--- src/rtl/pidc_pkg.sv ---
// shared widths and codes for the pid controller with integral clamp
// no dependencies
package pidc_pkg;

   localparam int ERROR_W     = 16;
   localparam int GAIN_W      = 16;
   localparam int LIMIT_W     = 31;
   localparam int INTEG_W     = 32;
   localparam int DERIV_W     = ERROR_W + 1;
   localparam int DRIVE_W     = 32;
   localparam int CSR_INDEX_W = 2;
   localparam int CSR_DATA_W  = LIMIT_W;

   localparam logic [CSR_INDEX_W-1:0] CSR_GAIN_P    = 2'd0;
   localparam logic [CSR_INDEX_W-1:0] CSR_GAIN_I    = 2'd1;
   localparam logic [CSR_INDEX_W-1:0] CSR_GAIN_D    = 2'd2;
   localparam logic [CSR_INDEX_W-1:0] CSR_INT_LIMIT = 2'd3;

   localparam logic KIND_STEP  = 1'b0;
   localparam logic KIND_CLEAR = 1'b1;

   localparam logic [LIMIT_W-1:0] LIMIT_RESET = {LIMIT_W{1'b1}};

endpackage

--- src/rtl/pid_with_integral_clamp.sv ---
// Fixed point PID controller with a clamped integral
// Channels:
//   req_*  request: req_kind (step or clear) and a signed Q8.8 req_error_in
//   rsp_*  result: saturated signed 32-bit rsp_drive, one per request
//   csr_*  register writes: gains p, i, d and the integral limit
// A request is taken at a clock edge with valid high and stall low.
// Stage one updates the integral (add and clamp) and the stored error,
// stage two forms the three gain products, stage three sums, shifts and
// saturates into the result register. rsp_valid rises once a request has
// passed from the stage one register through the stage two register into
// the result register; one request per cycle is sustained while the output
// is not stalled, as the integral add and clamp completes within stage one.
// When rsp_stall is high with rsp_valid set the result holds and the earlier stages keep
// filling; req_stall rises only when all three stages are occupied.
// Reset (synchronous) empties the pipeline, zeroes the integral, the stored
// error and the gains, and sets the integral limit to its maximum.
// The user must write registers only while no request is in flight; the block itself does not enforce this.
module pid_with_integral_clamp #(
   parameter int unsigned FRAC_BITS = 8
) (
   input  logic                                   clock,
   input  logic                                   reset,
   input  logic                                   req_valid,
   output logic                                   req_stall,
   input  logic                                   req_kind,
   input  logic signed [pidc_pkg::ERROR_W-1:0]    req_error_in,
   output logic                                   rsp_valid,
   input  logic                                   rsp_stall,
   output logic signed [pidc_pkg::DRIVE_W-1:0]    rsp_drive,
   input  logic                                   csr_write,
   input  logic        [pidc_pkg::CSR_INDEX_W-1:0] csr_index,
   input  logic        [pidc_pkg::CSR_DATA_W-1:0]  csr_wdata
);
   import pidc_pkg::*;

   localparam int PROD_P_W = GAIN_W + ERROR_W;
   localparam int PROD_I_W = GAIN_W + INTEG_W;
   localparam int PROD_D_W = GAIN_W + DERIV_W;
   localparam int ACC_W    = PROD_I_W + 1;
   localparam int SUM_W    = INTEG_W + 1;

   localparam logic signed [ACC_W-1:0] SAT_HI =
      {{(ACC_W-DRIVE_W+1){1'b0}}, {(DRIVE_W-1){1'b1}}};
   localparam logic signed [ACC_W-1:0] SAT_LO =
      {{(ACC_W-DRIVE_W+1){1'b1}}, {(DRIVE_W-1){1'b0}}};

   // configuration
   logic signed [GAIN_W-1:0]  gain_p_ff, gain_p_in;
   logic signed [GAIN_W-1:0]  gain_i_ff, gain_i_in;
   logic signed [GAIN_W-1:0]  gain_d_ff, gain_d_in;
   logic        [LIMIT_W-1:0] limit_ff, limit_in;

   // controller state
   logic signed [INTEG_W-1:0] integral_ff, integral_in;
   logic signed [ERROR_W-1:0] prev_error_ff, prev_error_in;

   // pipeline
   logic                      s1_valid_ff, s1_valid_in;
   logic signed [ERROR_W-1:0] s1_error_ff, s1_error_in;
   logic signed [INTEG_W-1:0] s1_integral_ff, s1_integral_in;
   logic signed [DERIV_W-1:0] s1_deriv_ff, s1_deriv_in;

   logic                       s2_valid_ff, s2_valid_in;
   logic signed [PROD_P_W-1:0] s2_prod_p_ff, s2_prod_p_in;
   logic signed [PROD_I_W-1:0] s2_prod_i_ff, s2_prod_i_in;
   logic signed [PROD_D_W-1:0] s2_prod_d_ff, s2_prod_d_in;

   logic                      rsp_valid_ff, rsp_valid_in;
   logic signed [DRIVE_W-1:0] rsp_drive_ff, rsp_drive_in;

   logic out_en, s2_en, s1_en, accept;

   logic signed [SUM_W-1:0] sum_wide, limit_pos, limit_neg, clamped;
   logic signed [ACC_W-1:0] acc, shifted;

   assign out_en    = !rsp_valid_ff || !rsp_stall;
   assign s2_en     = !s2_valid_ff || out_en;
   assign s1_en     = !s1_valid_ff || s2_en;
   assign accept    = req_valid && s1_en;
   assign req_stall = !s1_en;
   assign rsp_valid = rsp_valid_ff;
   assign rsp_drive = rsp_drive_ff;

   // register writes
   always_comb begin
      gain_p_in = gain_p_ff;
      gain_i_in = gain_i_ff;
      gain_d_in = gain_d_ff;
      limit_in  = limit_ff;
      if (csr_write) begin
         unique case (csr_index)
            CSR_GAIN_P:    gain_p_in = csr_wdata[GAIN_W-1:0];
            CSR_GAIN_I:    gain_i_in = csr_wdata[GAIN_W-1:0];
            CSR_GAIN_D:    gain_d_in = csr_wdata[GAIN_W-1:0];
            CSR_INT_LIMIT: limit_in  = csr_wdata[LIMIT_W-1:0];
            default: begin
            end
         endcase
      end
   end

   // stage one: integral add and clamp, derivative
   always_comb begin
      sum_wide  = SUM_W'(integral_ff) + SUM_W'(req_error_in);
      limit_pos = SUM_W'({1'b0, limit_ff});
      limit_neg = -limit_pos;
      if (sum_wide > limit_pos) begin
         clamped = limit_pos;
      end else if (sum_wide < limit_neg) begin
         clamped = limit_neg;
      end else begin
         clamped = sum_wide;
      end

      integral_in    = integral_ff;
      prev_error_in  = prev_error_ff;
      s1_valid_in    = s1_valid_ff;
      s1_error_in    = s1_error_ff;
      s1_integral_in = s1_integral_ff;
      s1_deriv_in    = s1_deriv_ff;
      if (s1_en) begin
         s1_valid_in = req_valid;
      end
      if (accept) begin
         if (req_kind == KIND_CLEAR) begin
            integral_in    = '0;
            prev_error_in  = '0;
            s1_error_in    = '0;
            s1_integral_in = '0;
            s1_deriv_in    = '0;
         end else begin
            integral_in    = clamped[INTEG_W-1:0];
            prev_error_in  = req_error_in;
            s1_error_in    = req_error_in;
            s1_integral_in = clamped[INTEG_W-1:0];
            s1_deriv_in    = DERIV_W'(req_error_in) - DERIV_W'(prev_error_ff);
         end
      end
   end

   // stage two: gain products
   always_comb begin
      s2_valid_in  = s2_valid_ff;
      s2_prod_p_in = s2_prod_p_ff;
      s2_prod_i_in = s2_prod_i_ff;
      s2_prod_d_in = s2_prod_d_ff;
      if (s2_en) begin
         s2_valid_in  = s1_valid_ff;
         s2_prod_p_in = PROD_P_W'(gain_p_ff) * PROD_P_W'(s1_error_ff);
         s2_prod_i_in = PROD_I_W'(gain_i_ff) * PROD_I_W'(s1_integral_ff);
         s2_prod_d_in = PROD_D_W'(gain_d_ff) * PROD_D_W'(s1_deriv_ff);
      end
   end

   // stage three: sum, floor shift, saturate
   always_comb begin
      acc     = ACC_W'(s2_prod_p_ff) + ACC_W'(s2_prod_i_ff) + ACC_W'(s2_prod_d_ff);
      shifted = acc >>> FRAC_BITS;
      rsp_valid_in = rsp_valid_ff;
      rsp_drive_in = rsp_drive_ff;
      if (out_en) begin
         rsp_valid_in = s2_valid_ff;
         if (shifted > SAT_HI) begin
            rsp_drive_in = SAT_HI[DRIVE_W-1:0];
         end else if (shifted < SAT_LO) begin
            rsp_drive_in = SAT_LO[DRIVE_W-1:0];
         end else begin
            rsp_drive_in = shifted[DRIVE_W-1:0];
         end
      end
   end

   always_ff @(posedge clock) begin
      if (reset) begin
         gain_p_ff     <= '0;
         gain_i_ff     <= '0;
         gain_d_ff     <= '0;
         limit_ff      <= LIMIT_RESET;
         integral_ff   <= '0;
         prev_error_ff <= '0;
         s1_valid_ff   <= 1'b0;
         s2_valid_ff   <= 1'b0;
         rsp_valid_ff  <= 1'b0;
      end else begin
         gain_p_ff     <= gain_p_in;
         gain_i_ff     <= gain_i_in;
         gain_d_ff     <= gain_d_in;
         limit_ff      <= limit_in;
         integral_ff   <= integral_in;
         prev_error_ff <= prev_error_in;
         s1_valid_ff   <= s1_valid_in;
         s2_valid_ff   <= s2_valid_in;
         rsp_valid_ff  <= rsp_valid_in;
      end
   end

   always_ff @(posedge clock) begin
      s1_error_ff    <= s1_error_in;
      s1_integral_ff <= s1_integral_in;
      s1_deriv_ff    <= s1_deriv_in;
      s2_prod_p_ff   <= s2_prod_p_in;
      s2_prod_i_ff   <= s2_prod_i_in;
      s2_prod_d_ff   <= s2_prod_d_in;
      rsp_drive_ff   <= rsp_drive_in;
   end

endmodule

--- config.mk ---
export PLATFORM = sky130hd
export DESIGN_NAME = pid_with_integral_clamp
export DESIGN_NICKNAME = d
export VERILOG_FILES = /design/src/rtl/pidc_pkg.sv /design/src/rtl/pid_with_integral_clamp.sv
export SDC_FILE = /design/constraint.sdc
export NUM_CORES = 2
export LEC_CHECK = 0
export BUFFER_PORTS_ARGS = -buffer_cell sky130_fd_sc_hd__buf_4
export CORE_MARGIN = 1.5
export CORE_UTILIZATION = 29
export CTS_BUF_LIST = sky130_fd_sc_hd__clkbuf_16
export DETAILED_ROUTE_END_ITERATION = 12
export HOLD_SLACK_MARGIN = 0.05
export PLACE_DENSITY_LB_ADDON = 0.1
export SETUP_SLACK_MARGIN = 0.02
export SLEW_MARGIN = 20
export SYNTH_ARGS = -nofsm -noshare
export SYNTH_HDL_FRONTEND = slang
export SYNTH_SLANG_ARGS = --single-unit
--- constraint.sdc ---
create_clock -name clock -period 10 [get_ports clock]
set_clock_uncertainty 0.2 [all_clocks]
set_input_delay 0.5 -clock clock [delete_from_list [all_inputs] [get_ports clock]]
set_output_delay 0.5 -clock clock [all_outputs]
set_load 0.1 [all_outputs]
# Word level (Yosys, flattened, before mapping)
# Index checks and enable logic that the tools add are counted.
[totals]
ff_bits = 340
output_inout_bits = 34
[op_classes]
n_lt_le_gt_ge = 4
n_addsub = 5
n_eq_ne = 3
multipliers = 3
mux = 5
n_reduce_logical = 14
[ops]
columns = ["cell", "count"]
rows = [
  ["32-bit two-way mux", 4],
  ["32-bit by 48-bit adder with 49-bit output", 1],
  ["49-bit by 33-bit adder with 49-bit output", 1],
  ["16-bit by 32-bit multiplier with 48-bit output", 1],
  ["41-bit by 32-bit greater-than comparator with 1-bit output (second input constant)", 1],
  ["41-bit by 32-bit less-than comparator with 1-bit output (second input constant)", 1],
  ["32-bit by 16-bit adder with 33-bit output", 1],
  ["33-bit by 32-bit greater-than comparator with 1-bit output", 1],
  ["33-bit less-than comparator", 1],
  ["16-bit by 17-bit multiplier with 33-bit output", 1],
  ["31-bit negation with 33-bit output", 1],
  ["16-bit by 16-bit multiplier with 32-bit output", 1],
  ["16-bit by 16-bit subtractor with 17-bit output", 1],
  ["16-bit two-way mux", 1],
  ["2-bit AND reduction", 4],
  ["1-bit zero test", 5],
  ["2-bit equality test (second input constant)", 2],
  ["1-bit logical OR", 3],
  ["2-bit by 1-bit equality test with 1-bit output (second input constant)", 1],
  ["2-bit zero test", 1],
  ["1-bit logical AND", 1],
]

# Logic depth before layout (Yosys ltp)
[depth]
word_depth = 5
depth_mapped = 27

# Worst setup path after synthesis
# OpenSTA, ideal clock, no wires.
[synth_timing]
kind = "register -> register"
start = "register s1_integral_ff[7]"
end = "register s2_prod_i_ff[47], data pin"
path_buffers = 1
path_stages_with_launch = 26
t_arrival_ns = 6.507
slack_ns = 3.027
cell_sequence = "edfxtp_1 > clkbuf_1 > nand2_1 > fa_1 > inv_1 > fa_1 > inv_1 > fa_1 > inv_1 > fa_1 > fa_1 > inv_1 > fa_1 > inv_1 > ha_1 > a211oi_1 > o21bai_1 > a21oi_1 > o221ai_1 > a2111oi_0 > nor2_1 > a2111oi_0 > or3_1 > o21ai_0 > a221oi_1 > xnor2_1"
[synth_via]
elab_chain_len = 1
[synth_rtl]
columns = ["element", "line", "text"]
rows = [
  ["from (decl)", "pid_with_integral_clamp.sv:60", "logic signed [INTEG_W-1:0] s1_integral_ff, s1_integral_in;"],
  ["from (signal assigned)", "pid_with_integral_clamp.sv:199", "s1_integral_ff <= s1_integral_in;"],
  ["16-bit by 32-bit multiplier with 48-bit output", "pid_with_integral_clamp.sv:150", "s2_prod_i_in = PROD_I_W'(gain_i_ff) * PROD_I_W'(s1_integral_ff);"],
  ["to (signal assigned)", "pid_with_integral_clamp.sv:202", "s2_prod_i_ff <= s2_prod_i_in;"],
  ["to (decl)", "pid_with_integral_clamp.sv:65", "logic signed [PROD_I_W-1:0] s2_prod_i_ff, s2_prod_i_in;"],
]
# Every way passes these cells.
# A chain may end at the register's enable or synchronous reset.

# Worst setup path in the final report
[layout_timing]
start = "register gain_i_ff[2]"
end = "register s2_prod_i_ff[47], data pin"
[layout_via]
elab_chain_len = 1
[layout_rtl]
columns = ["element", "line", "text"]
rows = [
  ["from (decl)", "pid_with_integral_clamp.sv:49", "logic signed [GAIN_W-1:0] gain_i_ff, gain_i_in;"],
  ["from (signal assigned)", "pid_with_integral_clamp.sv:186", "gain_i_ff <= gain_i_in;"],
  ["16-bit by 32-bit multiplier with 48-bit output", "pid_with_integral_clamp.sv:150", ""],
]
# Every way passes these cells.

==> results.md <==
* Drt drc at 0
* Clk sinks at 340
* CTS buffer count at 47
* Synth Net Count at 7,693
* Initial antenna violation count at 5
* CP startpoint kind: flop
* RSZ-0062 raised after global routing: false
* H-tree levels at 2
* Clk slew on worst S/H paths at approximately 60 ps
* Mapped Area at 56,880 um^2
* Die Ht at 445.9 um
* Top cell type's share of synthesized area at 0.3776
* Critical Path Sink Type: flop
* Status: complete, no violations
* Inst Count DP at slightly below 9,000
* Clk buf depth at 3
* Most common cell in the netlist: inv_1
* Vias in the first global route at about 44,000
* Ys async rst share at 0
* Vias post-DR at 40,200
* Core outline area at 195,000 um^2
* Final non-filler cell total at 8,820
* Fin crit period at 8201 ps
* # Max-Cap Violations at 0
* Via/cell ratio at between 4 and 5
* Layout net count at 7,720
* Final Max Slew Viols at 0
* Synth Instances at 6,126
* Largest stage delay on the critical path at 960 ps
* Number of synthesized flops with an enable pin at 210
* Main flop type after synthesis: edfxtp_1
* Number of gates resized after cts at 0
* Netlist cell types at 86
* Starting Density at 0.2917
* Final TNS setup at 0 ps
* CTS tree: built
* Share of post-route cells with drive strength above 1 at 0.04845
* Number of buffers and inverters on the critical path at 4
* CP Launch Point: gain_i_ff[2]$_SDFFE_PP0P_
* Least-Margin Pin Slew at approximately 1100 ps
* Layout area overhead at 10.04%
* Synth top area cells: fa_1, edfxtp_1, ha_1
* Synthesized flop and latch total at between 300 and 400
* R2R Setup Slk at 1800 ps
* Synth Warn # at 0
* Largest net degree at the start of global routing at 63
* WS Path Type: reg2reg
* PortBufs at around 90
* # IOs at 89
* Most frequent CP cell: fa_1
* Family with the most delay on the worst path: adder cells
* Final ANT Viol Nets at 0
* Final setup fails at 0
* CP Depth at 23
* Yosys top cell by area: fa_1
* Drt first pass iters at 5
* CP max-delay cell: dfxtp_1
* Fill count at 20,600
* Static Leak at 29.90 nW
* Routability cong. at around 0.84
* R2R Path Start: gain_i_ff[2]$_SDFFE_PP0P_
* Syn Area/Cell at 9.285 um^2
* Final hold violations at 0
* Commonest cells in the netlist: inv_1, fa_1, nand2_1
* Die width at between 400 and 500 um
* DPL Wire Length at 148,900 um
* Worst path cell trace: buf_4, nand2_1, fa_1, fa_1, fa_1, inv_1, fa_1, fa_1, inv_1, fa_1, inv_1, ha_1, o21ai_0, o21bai_1, a21oi_1, o221ai_1, a2111oi_0, nor2_1, a2111oi_0, or3_1, o21ai_0, a221oi_1, xnor2_1
* PD cells at 168.3 nW/um^2
* Detailed Route Iter0 Violations at 2,202
* Peak Freq at 121.9 MHz
* Max FO, Critical Path at 24
* Worst R2R End: s2_prod_i_ff[47]$_DFFE_PP_
* Fin crit share at 0.8201
* Maximum vdd drop at 0.0003854 V
* Routed WL at 179,100 um
* Hold/Removal Path Class: in2reg
* WL per Instance at 20.31 um
* Pre-CTS setup slack at 1681 ps
* Cell row count at between 150 and 200
* Reg2Reg Depth at 23
* Post-synthesis sequential area ratio at 0.1566
* GRT Residual Overflow at 0
* CP required at 10,150 ps
* Critical Path AT at 8350 ps
* Worst-skew pair later-pin latency at 630 ps
* Overall power at 0.01053 W
* GRT Total Usage at 0.1851
* First-pass GRT wire length at 279,300 um
* Root buffer cell: clkbuf_16
* Full die area at 198,800 um^2
* Final worst slack at 1799 ps
* CP endpoint: s2_prod_i_ff[47]$_DFFE_PP_
* Relative slew slack at 0.2637
-- worst min-delay path by stage --
stage                                end  cells past startpoint  slack, ps                     start
2_1_floorplan   s2_valid_ff$_SDFFE_PP0P_                      2        230  s1_valid_ff$_SDFFE_PP0N_
3_3_place_gp    s2_valid_ff$_SDFFE_PP0P_                      2        240  s1_valid_ff$_SDFFE_PP0N_
3_5_place_dp    s2_valid_ff$_SDFFE_PP0P_                      2        240  s1_valid_ff$_SDFFE_PP0N_
4_1_cts        s1_error_ff[10]$_DFFE_PP_                      2         50          req_error_in[10]
5_1_grt        s1_error_ff[11]$_DFFE_PP_                      2         80          req_error_in[11]
6_report       s1_error_ff[10]$_DFFE_PP_                      2         90          req_error_in[10]
-- kinds of logic (layout without fill, tap and decap cells) --
| kind of cell | count (synthesis) | in the layout | synth area share |
|---|---|---|---|
| flip-flops | 340 | 340 | 0.1566 |
| AND/OR/NAND/NOR | 1773 | 1773 | 0.1471 |
| multiplexers | 25 | 25 | 0.004487 |
| adder cells (fa/ha/maj) | 1512 | 1512 | 0.4742 |
| other | 0 | 4 | 0 |
| buffers and inverters | 1495 | 1561 | 0.09903 |
| XOR/XNOR | 224 | 224 | 0.03449 |
| AO/OA/AOI/OAI | 757 | 757 | 0.08405 |
-- through the flow --
stage          hold slack [ps]  area, um^2    util
2_1_floorplan            225.8       56880       -
3_3_place_gp             240.5       60620  0.3109
3_5_place_dp             244.9       60620  0.3109
4_1_cts                  50.22       62590  0.3210
5_1_grt                  82.14       62590  0.3210
6_report                 91.33       62600  0.3210
-- where the power goes --
part	leakage, nW	internal [W]	total (W)	switching [W]
logic	25.8	0.00224	0.00634	0.00409
registers	3.34	0.00204	0.00241	0.000368
clock network	0.794	0.00104	0.00179	0.000747
-- metal layers --
layer | up-vias | global-route usage | share of wire
met5 | - | 0 | 0.000073
met4 | 2 | 0.03218 | 0.017
met3 | 97 | 0.02299 | 0.037
met2 | 560 | 0.3035 | 0.46
met1 | 20540 | 0.2631 | 0.49
li1 | 19010 | - | -
-- timing repair --
item,CTS,global route
hold endpoints to repair,69,0
setup buffers,0,0
setup endpoints to repair,0,0
hold buffers,36,0
-- cell usage in the layout, fill, tap and decap left out, drive strengths merged, types with 17 or more instances in the layout --
master,synthesis,routed
dfxtp,130,130
mux2i,21,21
inv,1265,1277
xnor2,166,166
a21oi,242,242
ha,439,439
edfxtp,210,210
clkbuf,210,50
dlygate4sd3,0,36
a21o,96,96
o211ai,40,40
clkinv,0,17
nand2b,37,37
fa,1073,1073
nand4,29,29
xor2,58,58
nor2b,40,40
nand2,892,892
o21ai,178,178
and2,411,411
nand3,45,45
a31oi,20,20
o21bai,24,24
o21a,25,25
nor2,184,184
and3,26,26
buf,20,172
a211oi,21,21
nor3,49,49
or2,18,18
-- final cells by class --
type	count	area, um^2	share of cell area
multi-input combinational	4291	42380	0.6771
inverter	1265	4750	0.07588
sequential	340	8909	0.1423
tap	2624	3283	0.05245
antenna	4	10.01	0.0001599
timing repair buffer	208	1652	0.02639
clock buffer	50	1251	0.01999
clock inverter	38	357.8	0.005717
-- registers in the layout, indices dropped and copies added (netlist names), 17 cells and up --
register and count:
integral_ff 32, limit_ff 31, rsp_drive 32, s1_deriv_ff 17
s1_integral_ff 32, s2_prod_d_ff 33, s2_prod_i_ff 48, s2_prod_p_ff 32
Power figures use the tool's default switching activity.
